`config.mk`:
```
export PLATFORM = sky130hd
export DESIGN_NAME = dirty_area_tracker_flat
export DESIGN_NICKNAME = d
export VERILOG_FILES = /design/src/hdl/dat_pkg.sv /design/src/hdl/dat_if.sv /design/src/hdl/dirty_area_tracker.sv /design/src/hdl/dat_ram.sv /design/src/flat_wrapper.sv
export SDC_FILE = /design/constraint.sdc
export NUM_CORES = 2
export LEC_CHECK = 0
export BUFFER_PORTS_ARGS = -buffer_cell sky130_fd_sc_hd__buf_2
export CAP_MARGIN = 20
export CORE_MARGIN = 5
export CORE_UTILIZATION = 40
export CTS_CLUSTER_DIAMETER = 80
export DETAILED_ROUTE_END_ITERATION = 8
export MAX_ROUTING_LAYER = met4
export SYNTH_ARGS = -nofsm -noshare
export SYNTH_HDL_FRONTEND = slang
export SYNTH_HIERARCHICAL = 1
export SYNTH_SLANG_ARGS = --single-unit
```
`constraint.sdc`:
```
create_clock -name clk -period 17.7 [get_ports clk]
set_input_delay 3.54 -clock clk [delete_from_list [all_inputs] [get_ports clk]]
set_output_delay 3.54 -clock clk [all_outputs]
set_load 0.02 [all_outputs]
```
`src/hdl/dat_pkg.sv`:
```
// dat_pkg: types, constants and helper functions of the dirty area tracker
// used by the interfaces, the tracker top level and its checker
`default_nettype none

package dat_pkg;

  localparam int BUF_DEPTH_DEF  = 32;
  localparam int COORD_BITS_DEF = 16;
  localparam int IN_COORD_W     = 16;
  localparam int EXT_W          = 17;
  localparam int SCR_W          = 13;
  localparam int POS_W          = 12;
  localparam int SIZE_W         = 26;
  localparam int PIX_W          = 29;
  localparam int CNT_OUT_W      = 6;
  localparam int POP_W          = 16;
  localparam int APB_DW         = 32;
  localparam int APB_AW         = 3;

  localparam logic [SCR_W-1:0] SCR_W_RST = 13'd480;
  localparam logic [SCR_W-1:0] SCR_H_RST = 13'd320;
  localparam logic [SCR_W-1:0] RES_MAX   = 13'd4096;
  localparam logic [PIX_W-1:0] PIX_MAX   = {PIX_W{1'b1}};

  // register index codes, taken from paddr[2]
  localparam logic REG_SCR_W = 1'b0;
  localparam logic REG_SCR_H = 1'b1;

  typedef enum logic [1:0] {
    OP_INV   = 2'd0,
    OP_CLR   = 2'd1,
    OP_POP   = 2'd2,
    OP_FLUSH = 2'd3
  } op_t;

  typedef enum logic [3:0] {
    S_IDLE, S_RES, S_INV_RD, S_INV_CHK, S_INV_WR,
    S_MA_RD, S_MA_LD, S_MB_RD, S_MB_MUL, S_MB_CMP, S_MA_WB,
    S_LAST, S_EM_RD, S_EM_MUL, S_EM_OUT
  } state_t;

  typedef struct packed {
    logic [POS_W-1:0] x1;
    logic [POS_W-1:0] y1;
    logic [POS_W-1:0] x2;
    logic [POS_W-1:0] y2;
  } area_t;

  typedef struct packed {
    logic  rev;
    area_t area;
  } entry_t;

  typedef struct packed {
    logic                 has_area;
    area_t                area;
    logic                 rev;
    logic                 last;
    logic [CNT_OUT_W-1:0] cnt;
    logic [PIX_W-1:0]     pix;
  } result_t;

  function automatic logic [SIZE_W-1:0] area_size(area_t a);
    logic [SCR_W-1:0] w;
    logic [SCR_W-1:0] h;
    w = {1'b0, a.x2} - {1'b0, a.x1} + 13'd1;
    h = {1'b0, a.y2} - {1'b0, a.y1} + 13'd1;
    return {13'd0, w} * {13'd0, h};
  endfunction

  function automatic logic is_inside(area_t a, area_t b);
    return (a.x1 >= b.x1) && (a.y1 >= b.y1) && (a.x2 <= b.x2) && (a.y2 <= b.y2);
  endfunction

  function automatic logic overlaps(area_t a, area_t b);
    return (a.x1 <= b.x2) && (a.x2 >= b.x1) && (a.y1 <= b.y2) && (a.y2 >= b.y1);
  endfunction

  function automatic area_t bbox(area_t a, area_t b);
    area_t r;
    r.x1 = (a.x1 < b.x1) ? a.x1 : b.x1;
    r.y1 = (a.y1 < b.y1) ? a.y1 : b.y1;
    r.x2 = (a.x2 > b.x2) ? a.x2 : b.x2;
    r.y2 = (a.y2 > b.y2) ? a.y2 : b.y2;
    return r;
  endfunction

  // largest pixel index for a resolution register, 0 read as 1, resolution capped at 4096
  function automatic logic [POS_W-1:0] res_last(logic [SCR_W-1:0] r);
    logic [SCR_W-1:0] m;
    m = (r == '0) ? 13'd1 : ((r > RES_MAX) ? RES_MAX : r);
    m = m - 13'd1;
    return m[POS_W-1:0];
  endfunction

endpackage

`default_nettype wire

```
`src/hdl/dat_if.sv`:
```
// dat_in_if and dat_out_if: valid/ready channels of the dirty area tracker
// depends on dat_pkg for field widths
`default_nettype none

interface dat_in_if;
  import dat_pkg::*;
  logic                         valid;
  logic                         ready;
  logic [1:0]                   operation;
  logic signed [IN_COORD_W-1:0] left_x;
  logic signed [IN_COORD_W-1:0] top_y;
  logic signed [IN_COORD_W-1:0] right_x;
  logic signed [IN_COORD_W-1:0] bottom_y;
  logic                         reverse_order;
  logic [POP_W-1:0]             pop_count;

  modport source (output valid, operation, left_x, top_y, right_x, bottom_y,
                  reverse_order, pop_count, input ready);
  modport sink   (input valid, operation, left_x, top_y, right_x, bottom_y,
                  reverse_order, pop_count, output ready);
endinterface

interface dat_out_if;
  import dat_pkg::*;
  logic                 valid;
  logic                 ready;
  logic                 out_valid;
  logic [POS_W-1:0]     out_left;
  logic [POS_W-1:0]     out_top;
  logic [POS_W-1:0]     out_right;
  logic [POS_W-1:0]     out_bottom;
  logic                 out_reverse;
  logic                 is_last;
  logic [CNT_OUT_W-1:0] count_now;
  logic [PIX_W-1:0]     pixel_sum;

  modport source (output valid, out_valid, out_left, out_top, out_right, out_bottom,
                  out_reverse, is_last, count_now, pixel_sum, input ready);
  modport sink   (input valid, out_valid, out_left, out_top, out_right, out_bottom,
                  out_reverse, is_last, count_now, pixel_sum, output ready);
endinterface

`default_nettype wire

```
`src/hdl/dirty_area_tracker.sv`:
```
// dirty_area_tracker: buffer of dirty screen areas with invalidate, clear,
// pop and flush-with-join; depends on dat_pkg, dat_if and dat_ram
//
//  channel   | dir | handshake          | carries
//  ----------+-----+--------------------+------------------------------------
//  in_item   | in  | valid/ready        | operation, corners, flag, pop count
//  out_item  | out | valid/ready        | area, flag, is_last, count, pixel sum
//  cfg_*     | in  | apb, pready high   | screen_width @0x0, screen_height @0x4
//
// one item at a time; invalidate runs a containment scan, one ram read per
// stored area; flush duration is set by the join pass, which reads every
// other area through the single ram read port
// rst_n is synchronous; the area ram is not cleared, only the count is
// a stalled result holds the next result back; a new item is taken as soon
// as the block is idle, even while the last result still waits
`default_nettype none

module dirty_area_tracker #(
  parameter int BUFFER_DEPTH = dat_pkg::BUF_DEPTH_DEF,
  parameter int COORD_BITS   = dat_pkg::COORD_BITS_DEF
) (
  input  logic                        clk,
  input  logic                        rst_n,
  dat_in_if.sink                      in_item,
  dat_out_if.source                   out_item,
  input  logic                        cfg_psel,
  input  logic                        cfg_penable,
  input  logic                        cfg_pwrite,
  input  logic [dat_pkg::APB_AW-1:0]  cfg_paddr,
  input  logic [dat_pkg::APB_DW-1:0]  cfg_pwdata,
  output logic [dat_pkg::APB_DW-1:0]  cfg_prdata,
  output logic                        cfg_pready
);

  import dat_pkg::*;

  localparam int AW = (BUFFER_DEPTH > 1) ? $clog2(BUFFER_DEPTH) : 1;
  localparam int CW = $clog2(BUFFER_DEPTH + 1);
  localparam int EW = $bits(entry_t);
  localparam logic [CW-1:0] DEPTH_C = CW'(BUFFER_DEPTH);

  // control state
  state_t               state_r, state_nxt;
  logic [CW-1:0]        cnt_r, cnt_nxt;
  logic [CW-1:0]        idx_r, idx_nxt;     // scan index: stored area, join partner or emit
  logic [CW-1:0]        a_r, a_nxt;         // area that is growing during join
  logic [CW-1:0]        last_r, last_nxt;   // index of final unmerged area
  logic [BUFFER_DEPTH-1:0] merged_r, merged_nxt;
  logic                 oval_r, oval_nxt;
  logic [SCR_W-1:0]     scr_w_r, scr_h_r;

  // datapath registers
  entry_t               ci_r, ci_nxt;       // clipped area of an invalidate
  entry_t               ra_r, ra_nxt;
  area_t                j_r, j_nxt;
  logic                 ov_r, ov_nxt;
  logic [SIZE_W-1:0]    pj_r, pj_nxt, pa_r, pa_nxt, pb_r, pb_nxt;
  entry_t               e_r, e_nxt;
  logic [SIZE_W-1:0]    es_r, es_nxt;
  logic [PIX_W-1:0]     sum_r, sum_nxt;
  result_t              res_r, res_nxt;

  // ram port
  logic                 ram_we, ram_re;
  logic [AW-1:0]        ram_waddr, ram_raddr;
  entry_t               ram_wdata;
  logic [EW-1:0]        ram_rdata;
  entry_t               rd;

  // misc
  logic                 acc, slot_free;
  logic [POS_W-1:0]     wm1, hm1;
  area_t                full_scr;
  logic signed [EXT_W-1:0] sx1, sy1, sx2, sy2, cx1, cy1, cx2, cy2, wm1s, hm1s;
  logic                 clip_empty;
  logic [CW-1:0]        idx_m1;
  logic [PIX_W:0]       sum_w;
  logic [PIX_W-1:0]     sum_sat;

  dat_ram #(.WIDTH(EW), .DEPTH(BUFFER_DEPTH)) u_ram (
    .clk   (clk),
    .we    (ram_we),
    .waddr (ram_waddr),
    .wdata (ram_wdata),
    .re    (ram_re),
    .raddr (ram_raddr),
    .rdata (ram_rdata)
  );

  assign rd = entry_t'(ram_rdata);

  // handshakes
  assign in_item.ready = (state_r == S_IDLE);
  assign acc           = in_item.valid && in_item.ready;
  assign slot_free     = !oval_r || out_item.ready;

  assign out_item.valid       = oval_r;
  assign out_item.out_valid   = res_r.has_area;
  assign out_item.out_left    = res_r.area.x1;
  assign out_item.out_top     = res_r.area.y1;
  assign out_item.out_right   = res_r.area.x2;
  assign out_item.out_bottom  = res_r.area.y2;
  assign out_item.out_reverse = res_r.rev;
  assign out_item.is_last     = res_r.last;
  assign out_item.count_now   = res_r.cnt;
  assign out_item.pixel_sum   = res_r.pix;

  // configuration port, decoded on paddr[2]
  assign cfg_pready = 1'b1;
  assign cfg_prdata = (cfg_paddr[2] == REG_SCR_H) ? APB_DW'(scr_h_r) : APB_DW'(scr_w_r);

  always_ff @(posedge clk) begin
    if (!rst_n) begin
      scr_w_r <= SCR_W_RST;
      scr_h_r <= SCR_H_RST;
    end else if (cfg_psel && cfg_penable && cfg_pwrite && cfg_pready) begin
      if (cfg_paddr[2] == REG_SCR_W) begin
        scr_w_r <= cfg_pwdata[SCR_W-1:0];
      end else begin
        scr_h_r <= cfg_pwdata[SCR_W-1:0];
      end
    end
  end

  // screen bounds
  assign wm1      = res_last(scr_w_r);
  assign hm1      = res_last(scr_h_r);
  assign full_scr = '{x1: '0, y1: '0, x2: wm1, y2: hm1};
  assign wm1s     = $signed({{(EXT_W-POS_W){1'b0}}, wm1});
  assign hm1s     = $signed({{(EXT_W-POS_W){1'b0}}, hm1});

  // incoming corners: low COORD_BITS bits, sign extended, clipped to screen
  assign sx1 = $signed({{(EXT_W-COORD_BITS){in_item.left_x[COORD_BITS-1]}},
                        in_item.left_x[COORD_BITS-1:0]});
  assign sy1 = $signed({{(EXT_W-COORD_BITS){in_item.top_y[COORD_BITS-1]}},
                        in_item.top_y[COORD_BITS-1:0]});
  assign sx2 = $signed({{(EXT_W-COORD_BITS){in_item.right_x[COORD_BITS-1]}},
                        in_item.right_x[COORD_BITS-1:0]});
  assign sy2 = $signed({{(EXT_W-COORD_BITS){in_item.bottom_y[COORD_BITS-1]}},
                        in_item.bottom_y[COORD_BITS-1:0]});
  assign cx1 = sx1[EXT_W-1] ? '0 : sx1;
  assign cy1 = sy1[EXT_W-1] ? '0 : sy1;
  assign cx2 = (sx2 > wm1s) ? wm1s : sx2;
  assign cy2 = (sy2 > hm1s) ? hm1s : sy2;
  assign clip_empty = (cx1 > cx2) || (cy1 > cy2);

  assign idx_m1 = idx_r - CW'(1);

  // saturating running pixel sum
  assign sum_w   = {1'b0, sum_r} + (PIX_W+1)'(es_r);
  assign sum_sat = (sum_w > {1'b0, PIX_MAX}) ? PIX_MAX : sum_w[PIX_W-1:0];

  // next state
  always_comb begin
    state_nxt = state_r;
    case (state_r)
      S_IDLE: begin
        if (acc) begin
          case (op_t'(in_item.operation))
            OP_INV:   state_nxt = clip_empty ? S_RES : S_INV_RD;
            OP_FLUSH: state_nxt = S_MA_RD;
            default:  state_nxt = S_RES;
          endcase
        end
      end
      S_RES: begin
        if (slot_free) state_nxt = S_IDLE;
      end
      S_INV_RD: begin
        state_nxt = (idx_r == cnt_r) ? S_INV_WR : S_INV_CHK;
      end
      S_INV_CHK: begin
        state_nxt = is_inside(ci_r.area, rd.area) ? S_RES : S_INV_RD;
      end
      S_INV_WR: state_nxt = S_RES;
      S_MA_RD: begin
        if (a_r == cnt_r) begin
          state_nxt = S_LAST;
        end else if (!merged_r[a_r[AW-1:0]]) begin
          state_nxt = S_MA_LD;
        end
      end
      S_MA_LD: state_nxt = S_MB_RD;
      S_MB_RD: begin
        if (idx_r == cnt_r) begin
          state_nxt = S_MA_WB;
        end else if (!merged_r[idx_r[AW-1:0]] && (idx_r != a_r)) begin
          state_nxt = S_MB_MUL;
        end
      end
      S_MB_MUL: state_nxt = S_MB_CMP;
      S_MB_CMP: state_nxt = S_MB_RD;
      S_MA_WB:  state_nxt = S_MA_RD;
      S_LAST: begin
        if (idx_r == '0) begin
          if (slot_free) state_nxt = S_IDLE;
        end else if (!merged_r[idx_m1[AW-1:0]]) begin
          state_nxt = S_EM_RD;
        end
      end
      S_EM_RD: begin
        if (!merged_r[idx_r[AW-1:0]]) state_nxt = S_EM_MUL;
      end
      S_EM_MUL: state_nxt = S_EM_OUT;
      S_EM_OUT: begin
        if (slot_free) state_nxt = (idx_r == last_r) ? S_IDLE : S_EM_RD;
      end
      default: state_nxt = S_IDLE;
    endcase
  end

  // datapath, ram control and result register
  always_comb begin
    cnt_nxt    = cnt_r;
    idx_nxt    = idx_r;
    a_nxt      = a_r;
    last_nxt   = last_r;
    merged_nxt = merged_r;
    oval_nxt   = (oval_r && !out_item.ready);
    ci_nxt     = ci_r;
    ra_nxt     = ra_r;
    j_nxt      = j_r;
    ov_nxt     = ov_r;
    pj_nxt     = pj_r;
    pa_nxt     = pa_r;
    pb_nxt     = pb_r;
    e_nxt      = e_r;
    es_nxt     = es_r;
    sum_nxt    = sum_r;
    res_nxt    = res_r;
    ram_we     = 1'b0;
    ram_waddr  = '0;
    ram_wdata  = ra_r;
    ram_re     = 1'b0;
    ram_raddr  = idx_r[AW-1:0];
    case (state_r)
      S_IDLE: begin
        if (acc) begin
          idx_nxt = '0;
          a_nxt   = '0;
          sum_nxt = '0;
          ci_nxt  = '{rev: in_item.reverse_order,
                      area: '{x1: cx1[POS_W-1:0], y1: cy1[POS_W-1:0],
                              x2: cx2[POS_W-1:0], y2: cy2[POS_W-1:0]}};
          case (op_t'(in_item.operation))
            OP_CLR: cnt_nxt = '0;
            OP_POP: begin
              if (in_item.pop_count > POP_W'(cnt_r)) begin
                cnt_nxt = '0;
              end else begin
                cnt_nxt = cnt_r - in_item.pop_count[CW-1:0];
              end
            end
            default: ;
          endcase
        end
      end
      S_RES: begin
        if (slot_free) begin
          oval_nxt = 1'b1;
          res_nxt  = '{has_area: 1'b0, area: '0, rev: 1'b0, last: 1'b1,
                       cnt: CNT_OUT_W'(cnt_r), pix: '0};
        end
      end
      S_INV_RD: begin
        if (idx_r != cnt_r) ram_re = 1'b1;
      end
      S_INV_CHK: idx_nxt = idx_r + CW'(1);
      S_INV_WR: begin
        // full buffer restarts with the whole screen
        ram_we = 1'b1;
        if (cnt_r < DEPTH_C) begin
          ram_waddr = cnt_r[AW-1:0];
          ram_wdata = ci_r;
          cnt_nxt   = cnt_r + CW'(1);
        end else begin
          ram_waddr = '0;
          ram_wdata = '{rev: ci_r.rev, area: full_scr};
          cnt_nxt   = CW'(1);
        end
      end
      S_MA_RD: begin
        ram_raddr = a_r[AW-1:0];
        if (a_r == cnt_r) begin
          idx_nxt = cnt_r;
        end else if (merged_r[a_r[AW-1:0]]) begin
          a_nxt = a_r + CW'(1);
        end else begin
          ram_re = 1'b1;
        end
      end
      S_MA_LD: begin
        ra_nxt  = rd;
        idx_nxt = '0;
      end
      S_MB_RD: begin
        if (idx_r != cnt_r) begin
          if (merged_r[idx_r[AW-1:0]] || (idx_r == a_r)) begin
            idx_nxt = idx_r + CW'(1);
          end else begin
            ram_re = 1'b1;
          end
        end
      end
      S_MB_MUL: begin
        j_nxt  = bbox(ra_r.area, rd.area);
        ov_nxt = overlaps(ra_r.area, rd.area);
        pj_nxt = area_size(bbox(ra_r.area, rd.area));
        pa_nxt = area_size(ra_r.area);
        pb_nxt = area_size(rd.area);
      end
      S_MB_CMP: begin
        if (ov_r && ({1'b0, pj_r} < ({1'b0, pa_r} + {1'b0, pb_r}))) begin
          ra_nxt.area                  = j_r;
          merged_nxt[idx_r[AW-1:0]] = 1'b1;
        end
        idx_nxt = idx_r + CW'(1);
      end
      S_MA_WB: begin
        ram_we    = 1'b1;
        ram_waddr = a_r[AW-1:0];
        ram_wdata = ra_r;
        a_nxt     = a_r + CW'(1);
      end
      S_LAST: begin
        if (idx_r == '0) begin
          // nothing left to emit
          if (slot_free) begin
            oval_nxt   = 1'b1;
            res_nxt    = '{has_area: 1'b0, area: '0, rev: 1'b0, last: 1'b1,
                           cnt: '0, pix: '0};
            cnt_nxt    = '0;
            merged_nxt = '0;
          end
        end else if (!merged_r[idx_m1[AW-1:0]]) begin
          last_nxt = idx_m1;
          idx_nxt  = '0;
        end else begin
          idx_nxt = idx_m1;
        end
      end
      S_EM_RD: begin
        if (merged_r[idx_r[AW-1:0]]) begin
          idx_nxt = idx_r + CW'(1);
        end else begin
          ram_re = 1'b1;
        end
      end
      S_EM_MUL: begin
        e_nxt  = rd;
        es_nxt = area_size(rd.area);
      end
      S_EM_OUT: begin
        if (slot_free) begin
          oval_nxt = 1'b1;
          sum_nxt  = sum_sat;
          res_nxt  = '{has_area: 1'b1, area: e_r.area, rev: e_r.rev,
                       last: (idx_r == last_r), cnt: '0, pix: sum_sat};
          idx_nxt  = idx_r + CW'(1);
          if (idx_r == last_r) begin
            cnt_nxt    = '0;
            merged_nxt = '0;
          end
        end
      end
      default: ;
    endcase
  end

  always_ff @(posedge clk) begin
    if (!rst_n) begin
      state_r  <= S_IDLE;
      cnt_r    <= '0;
      idx_r    <= '0;
      a_r      <= '0;
      last_r   <= '0;
      merged_r <= '0;
      oval_r   <= 1'b0;
    end else begin
      state_r  <= state_nxt;
      cnt_r    <= cnt_nxt;
      idx_r    <= idx_nxt;
      a_r      <= a_nxt;
      last_r   <= last_nxt;
      merged_r <= merged_nxt;
      oval_r   <= oval_nxt;
    end
  end

  always_ff @(posedge clk) begin
    ci_r  <= ci_nxt;
    ra_r  <= ra_nxt;
    j_r   <= j_nxt;
    ov_r  <= ov_nxt;
    pj_r  <= pj_nxt;
    pa_r  <= pa_nxt;
    pb_r  <= pb_nxt;
    e_r   <= e_nxt;
    es_r  <= es_nxt;
    sum_r <= sum_nxt;
    res_r <= res_nxt;
  end

endmodule

`default_nettype wire

```
`src/hdl/dat_ram.sv`:
```
// dat_ram: generic single-write, single-read ram with registered read data
// no dependencies
`default_nettype none

module dat_ram #(
  parameter int WIDTH = 8,
  parameter int DEPTH = 32
) (
  input  logic                                   clk,
  input  logic                                   we,
  input  logic [((DEPTH > 1) ? $clog2(DEPTH) : 1)-1:0] waddr,
  input  logic [WIDTH-1:0]                       wdata,
  input  logic                                   re,
  input  logic [((DEPTH > 1) ? $clog2(DEPTH) : 1)-1:0] raddr,
  output logic [WIDTH-1:0]                       rdata
);

  logic [WIDTH-1:0] mem [DEPTH];

  always_ff @(posedge clk) begin
    if (we) begin
      mem[waddr] <= wdata;
    end
    if (re) begin
      rdata <= mem[raddr];
    end
  end

endmodule

`default_nettype wire

```
`src/flat_wrapper.sv`:
```
// flat-port wrapper written by rule: the top's interface ports become plain ports
module dirty_area_tracker_flat import dat_pkg::*;
#(
  parameter int BUFFER_DEPTH = dat_pkg::BUF_DEPTH_DEF,
  parameter int COORD_BITS   = dat_pkg::COORD_BITS_DEF
)
  (clk, rst_n, cfg_psel, cfg_penable, cfg_pwrite, cfg_paddr, cfg_pwdata, cfg_prdata, cfg_pready, in_item_valid, in_item_operation, in_item_left_x, in_item_top_y, in_item_right_x, in_item_bottom_y, in_item_reverse_order, in_item_pop_count, in_item_ready, out_item_valid, out_item_out_valid, out_item_out_left, out_item_out_top, out_item_out_right, out_item_out_bottom, out_item_out_reverse, out_item_is_last, out_item_count_now, out_item_pixel_sum, out_item_ready);
  dat_in_if in_item_i ();
  dat_out_if out_item_i ();
  input  logic clk;
  input  logic rst_n;
  input  logic cfg_psel;
  input  logic cfg_penable;
  input  logic cfg_pwrite;
  input  logic [dat_pkg::APB_AW-1:0] cfg_paddr;
  input  logic [dat_pkg::APB_DW-1:0] cfg_pwdata;
  output logic [dat_pkg::APB_DW-1:0] cfg_prdata;
  output logic cfg_pready;
  input wire logic [$bits(in_item_i.valid)-1:0] in_item_valid;
  input wire logic [$bits(in_item_i.operation)-1:0] in_item_operation;
  input wire logic [$bits(in_item_i.left_x)-1:0] in_item_left_x;
  input wire logic [$bits(in_item_i.top_y)-1:0] in_item_top_y;
  input wire logic [$bits(in_item_i.right_x)-1:0] in_item_right_x;
  input wire logic [$bits(in_item_i.bottom_y)-1:0] in_item_bottom_y;
  input wire logic [$bits(in_item_i.reverse_order)-1:0] in_item_reverse_order;
  input wire logic [$bits(in_item_i.pop_count)-1:0] in_item_pop_count;
  output wire logic [$bits(in_item_i.ready)-1:0] in_item_ready;
  output wire logic [$bits(out_item_i.valid)-1:0] out_item_valid;
  output wire logic [$bits(out_item_i.out_valid)-1:0] out_item_out_valid;
  output wire logic [$bits(out_item_i.out_left)-1:0] out_item_out_left;
  output wire logic [$bits(out_item_i.out_top)-1:0] out_item_out_top;
  output wire logic [$bits(out_item_i.out_right)-1:0] out_item_out_right;
  output wire logic [$bits(out_item_i.out_bottom)-1:0] out_item_out_bottom;
  output wire logic [$bits(out_item_i.out_reverse)-1:0] out_item_out_reverse;
  output wire logic [$bits(out_item_i.is_last)-1:0] out_item_is_last;
  output wire logic [$bits(out_item_i.count_now)-1:0] out_item_count_now;
  output wire logic [$bits(out_item_i.pixel_sum)-1:0] out_item_pixel_sum;
  input wire logic [$bits(out_item_i.ready)-1:0] out_item_ready;
  assign in_item_i.valid = in_item_valid;
  assign in_item_i.operation = in_item_operation;
  assign in_item_i.left_x = in_item_left_x;
  assign in_item_i.top_y = in_item_top_y;
  assign in_item_i.right_x = in_item_right_x;
  assign in_item_i.bottom_y = in_item_bottom_y;
  assign in_item_i.reverse_order = in_item_reverse_order;
  assign in_item_i.pop_count = in_item_pop_count;
  assign in_item_ready = in_item_i.ready;
  assign out_item_valid = out_item_i.valid;
  assign out_item_out_valid = out_item_i.out_valid;
  assign out_item_out_left = out_item_i.out_left;
  assign out_item_out_top = out_item_i.out_top;
  assign out_item_out_right = out_item_i.out_right;
  assign out_item_out_bottom = out_item_i.out_bottom;
  assign out_item_out_reverse = out_item_i.out_reverse;
  assign out_item_is_last = out_item_i.is_last;
  assign out_item_count_now = out_item_i.count_now;
  assign out_item_pixel_sum = out_item_i.pixel_sum;
  assign out_item_i.ready = out_item_ready;
  dirty_area_tracker #(.BUFFER_DEPTH(BUFFER_DEPTH), .COORD_BITS(COORD_BITS)) u_core (.clk(clk), .rst_n(rst_n), .in_item(in_item_i), .out_item(out_item_i), .cfg_psel(cfg_psel), .cfg_penable(cfg_penable), .cfg_pwrite(cfg_pwrite), .cfg_paddr(cfg_paddr), .cfg_pwdata(cfg_pwdata), .cfg_prdata(cfg_prdata), .cfg_pready(cfg_pready));
endmodule
```
==> impl_results.md <==
* Die ar. at 290000 sq um
* Synth-to-layout area growth at 12.2%
* Reg2Reg Depth at 48
* Vias in the first global route at 69.9k
* Max Slew Vio Count at 0
* Slowest CP cell: edfxtp_1
* First-pass GRT wire length at 469000 um
* Syn_area_per_cell at 13.1 sq um
* Routed WL at 323000 um
* Final setup viols at 0
* Cell count after synthesis at 8515
* Clock latency on the worst-skew pair at 0.91 ns
* Crit. End Element: flop
* CTS tree: done
* TritonRoute pass-1 iters at 6
* Most used DFF post-synth: edfxtp_1
* Yosys cell types at 92
* Largest net degree at the start of global routing at 135
* Sink Count at 2119
* Compound-cell area share of the yosys netlist at 0.0767
* Die H at 538 um
* CTS resizes at 0
* Initial Util at 0.400
* Slowest stage delay, CP at 0.77 ns
* Most common cell after layout, fill and taps aside: edfxtp_1
* Reg2reg end: u_core/pj_r[25]
* Setup TNS at 0 ns
* DR vias at 70.1k
* Sequential share of the synthesized area at 0.562
* Max-cap violations at 0
* Initial antenna violation count at 31
* Final ANT Viol Nets at 0
* Crit path from: u_core/u_ram/rdata[37]
* Setup Skew at 0.112 ns
* Row Count at 194
* GRT overflow at 0
* Max-Slew Margin vs Limit at 0.197
* Cts bufs inserted at 222
* Post-synthesis register bit count at 2119
* Max Clock Freq at 87.6 MHz
* Net count reported at finish at 9904
* Main combinational cell family by area after synthesis: adder cells
* Avg Vias per Cell at 5.52
* Top Ports at 246
* DR iter-0 viols at 6155
* Post-CTS Setup Inserts at 0
* DR WL/cell at 25.4 um
* Post-Synth Adder-Cell Area at 0.139
* Hold Crit Class: flop to flop
* Dpl hpwl at 211000 um
* R2r startpoint: u_core/u_ram/rdata[37]
* Layout cells sized above 1 at 0.106
* Clock-pin slew on the worst setup and hold paths at 0.06 ns
* Mux cell area share after synthesis at 0.0859
* Synthesis warning total at 6
* Outcome: finished, final reports clean
* Core Area at 279000 sq um
* Root buf cell: clkbuf_16
* Critical Path Start Type: flop
* Req. time, crit path at 18.25 ns
* Unrepaired setup endpoints after global routing: false
* Final period util at 0.645
* Xor-xnor portion of the synthesized cell area at 0.0173
* Worst path arrival time at 11.96 ns
* H-tree Lvls at 4
* Post-synth EDFFs at 2032
* Crit path to: u_core/pj_r[25]
* CP max FO at 23
* Hold Buf Count CTS at 0
* Simple-gate share of the synthesized area at 0.0784
* Flop2flop setup slack at 6.29 ns
* Post-Syn Area at 112000 sq um
* RePlAce Congestion at 0.905
* Buffers on Ports at 204
* Critical path class: flop to flop
* Tmin final at 11.41 ns
* FFs w/ async S/R, synth at 0
* Die Width at 538 um
* Most frequent cells in the layout: 2032 x edfxtp_1, 859 x mux2i_1, 800 x nand2_1
* Worst Tran Pin Value at 1.20 ns
* Final Hold Violating Endpoints at 0
* DRC viols at 0
* Gr usage total at 0.225
* Top cell by count, worst path: a21oi_1
* Maximum clock path buffer count at 3
==> state kept, by name (all words and copies together), names as in the netlist, 13 cells and up <==
register,cells
u_core/pa_r,26
u_core/u_ram/mem,1568
u_core/merged_r,32
u_core/es_r,26
u_core/pj_r,26
u_core/j_r,48
u_core/out_item.pixel_sum,29
u_core/scr_h_r,13
u_core/e_r,49
u_core/ci_r,49
u_core/ra_r,49
u_core/u_ram/rdata,49
u_core/scr_w_r,13
u_core/pb_r,26
u_core/sum_r,29
==> per-stage QoR <==
stage / std cells / instance area (sq um) / setup WS [ns] / hold slack, ns / util
2_1_floorplan: 8533 / 112000 / 7.54 / 0.421 / -
5_1_grt: 12700 / 125000 / 5.79 / 0.474 / 0.449
6_report: 12700 / 125000 / 6.29 / 0.453 / 0.449
3_3_place_gp: 12200 / 117000 / 6.44 / 0.458 / 0.421
4_1_cts: 12700 / 125000 / 6.39 / 0.455 / 0.449
3_5_place_dp: 12300 / 118000 / 6.47 / 0.462 / 0.422
==> per-layer routing <==
metal,up-vias,track usage,share of wire
li1,31400,-,-
met1,35800,0.286,0.41
met2,2274,0.372,0.49
met3,529,0.0270,0.057
met4,0,0.0843,0.042
met5,-,-,0
==> final cells by class <==
type / count / area [sq um]
antenna: 15 / 37.5
clock buffer: 273 / 5810
clock inverter: 142 / 1650
fill: 25000 / 153000
inverter: 647 / 2430
multi-input combinational: 5357 / 45000
sequential: 2119 / 62800
tap: 3724 / 4660
timing repair buffer: 419 / 2900
==> cell families (layout without fill, tap and decap cells) <==
family          count (synthesis)  count (layout)
compound gates               1327            1327
simple gates                 1854            1854
buf+inv                      1057            1481
other cells                     2              35
fa+ha+maj                    1016            1016
flops                        2119            2119
xor+xnor                      221             221
mux                           919             919
==> worst min-delay path by stage <==
stage / cells past startpoint / slack, ns / to / from
final: 0 / 0.45 / u_core/e_r[2] / u_core/u_ram/rdata[2]
after global routing: 0 / 0.47 / u_core/e_r[2] / u_core/u_ram/rdata[2]
after CTS: 0 / 0.45 / u_core/e_r[2] / u_core/u_ram/rdata[2]
after detailed placement: 0 / 0.46 / u_core/ra_r[48] / u_core/u_ram/rdata[48]
after global placement: 0 / 0.46 / u_core/e_r[48] / u_core/u_ram/rdata[48]
after floorplan: 0 / 0.42 / u_core/e_r[48] / u_core/u_ram/rdata[48]
==> synth_stat cells (9+ instances only) <==
cell type | n | area share
edfxtp_1 | 2032 | 0.55
mux2i_1 | 859 | 0.077
nand2_1 | 801 | 0.027
inv_1 | 647 | 0.022
ha_1 | 641 | 0.072
fa_1 | 372 | 0.067
a21oi_1 | 340 | 0.015
o21ai_0 | 315 | 0.014
clkbuf_1 | 245 | 0.0082
and2_1 | 234 | 0.013
nor2_1 | 219 | 0.0074
nand3_1 | 197 | 0.0088
a22oi_1 | 151 | 0.010
xnor2_1 | 147 | 0.012
nor3_1 | 127 | 0.0057
a21o_1 | 109 | 0.0073
a22o_1 | 99 | 0.0078
dfxtp_1 | 87 | 0.016
nor2b_1 | 81 | 0.0045
xor2_1 | 74 | 0.0058
nand2b_1 | 65 | 0.0036
buf_4 | 64 | 0.0043
a31oi_1 | 60 | 0.0034
buf_2 | 59 | 0.0026
o21bai_1 | 43 | 0.0029
nand4_1 | 36 | 0.0020
o21a_1 | 36 | 0.0024
mux2_2 | 32 | 0.0032
a21boi_0 | 30 | 0.0020
buf_6 | 28 | 0.0028
mux4_2 | 28 | 0.0057
o211ai_1 | 18 | 0.0012
and3_1 | 15 | 0.00084
buf_1 | 14 | 0.00047
nand3b_1 | 14 | 0.00094
o31ai_1 | 14 | 0.00094
or3_1 | 14 | 0.00078
a211oi_1 | 13 | 0.00087
nor4_1 | 11 | 0.00062
or2_2 | 11 | 0.00062
o2111ai_1 | 9 | 0.00071
==> worst max-delay path, delay by kind of cell, from the launching register on <==
| family | cells | cell delay [ns] |
|---|---|---|
| AOI/OAI and AO/OA | 22 | 3.71 |
| xor gates and xnor gates | 2 | 0.21 |
| adders and majority gates | 10 | 4.13 |
| buffers and inverters | 8 | 1.07 |
| DFF | 1 | 0.77 |
| muxes | 1 | 0.41 |
| and+or+nand+nor | 5 | 0.82 |
Power is left out: the tool's default activity adds up to more than one toggle a clock period on the data nets, which glitch-free logic cannot reach.
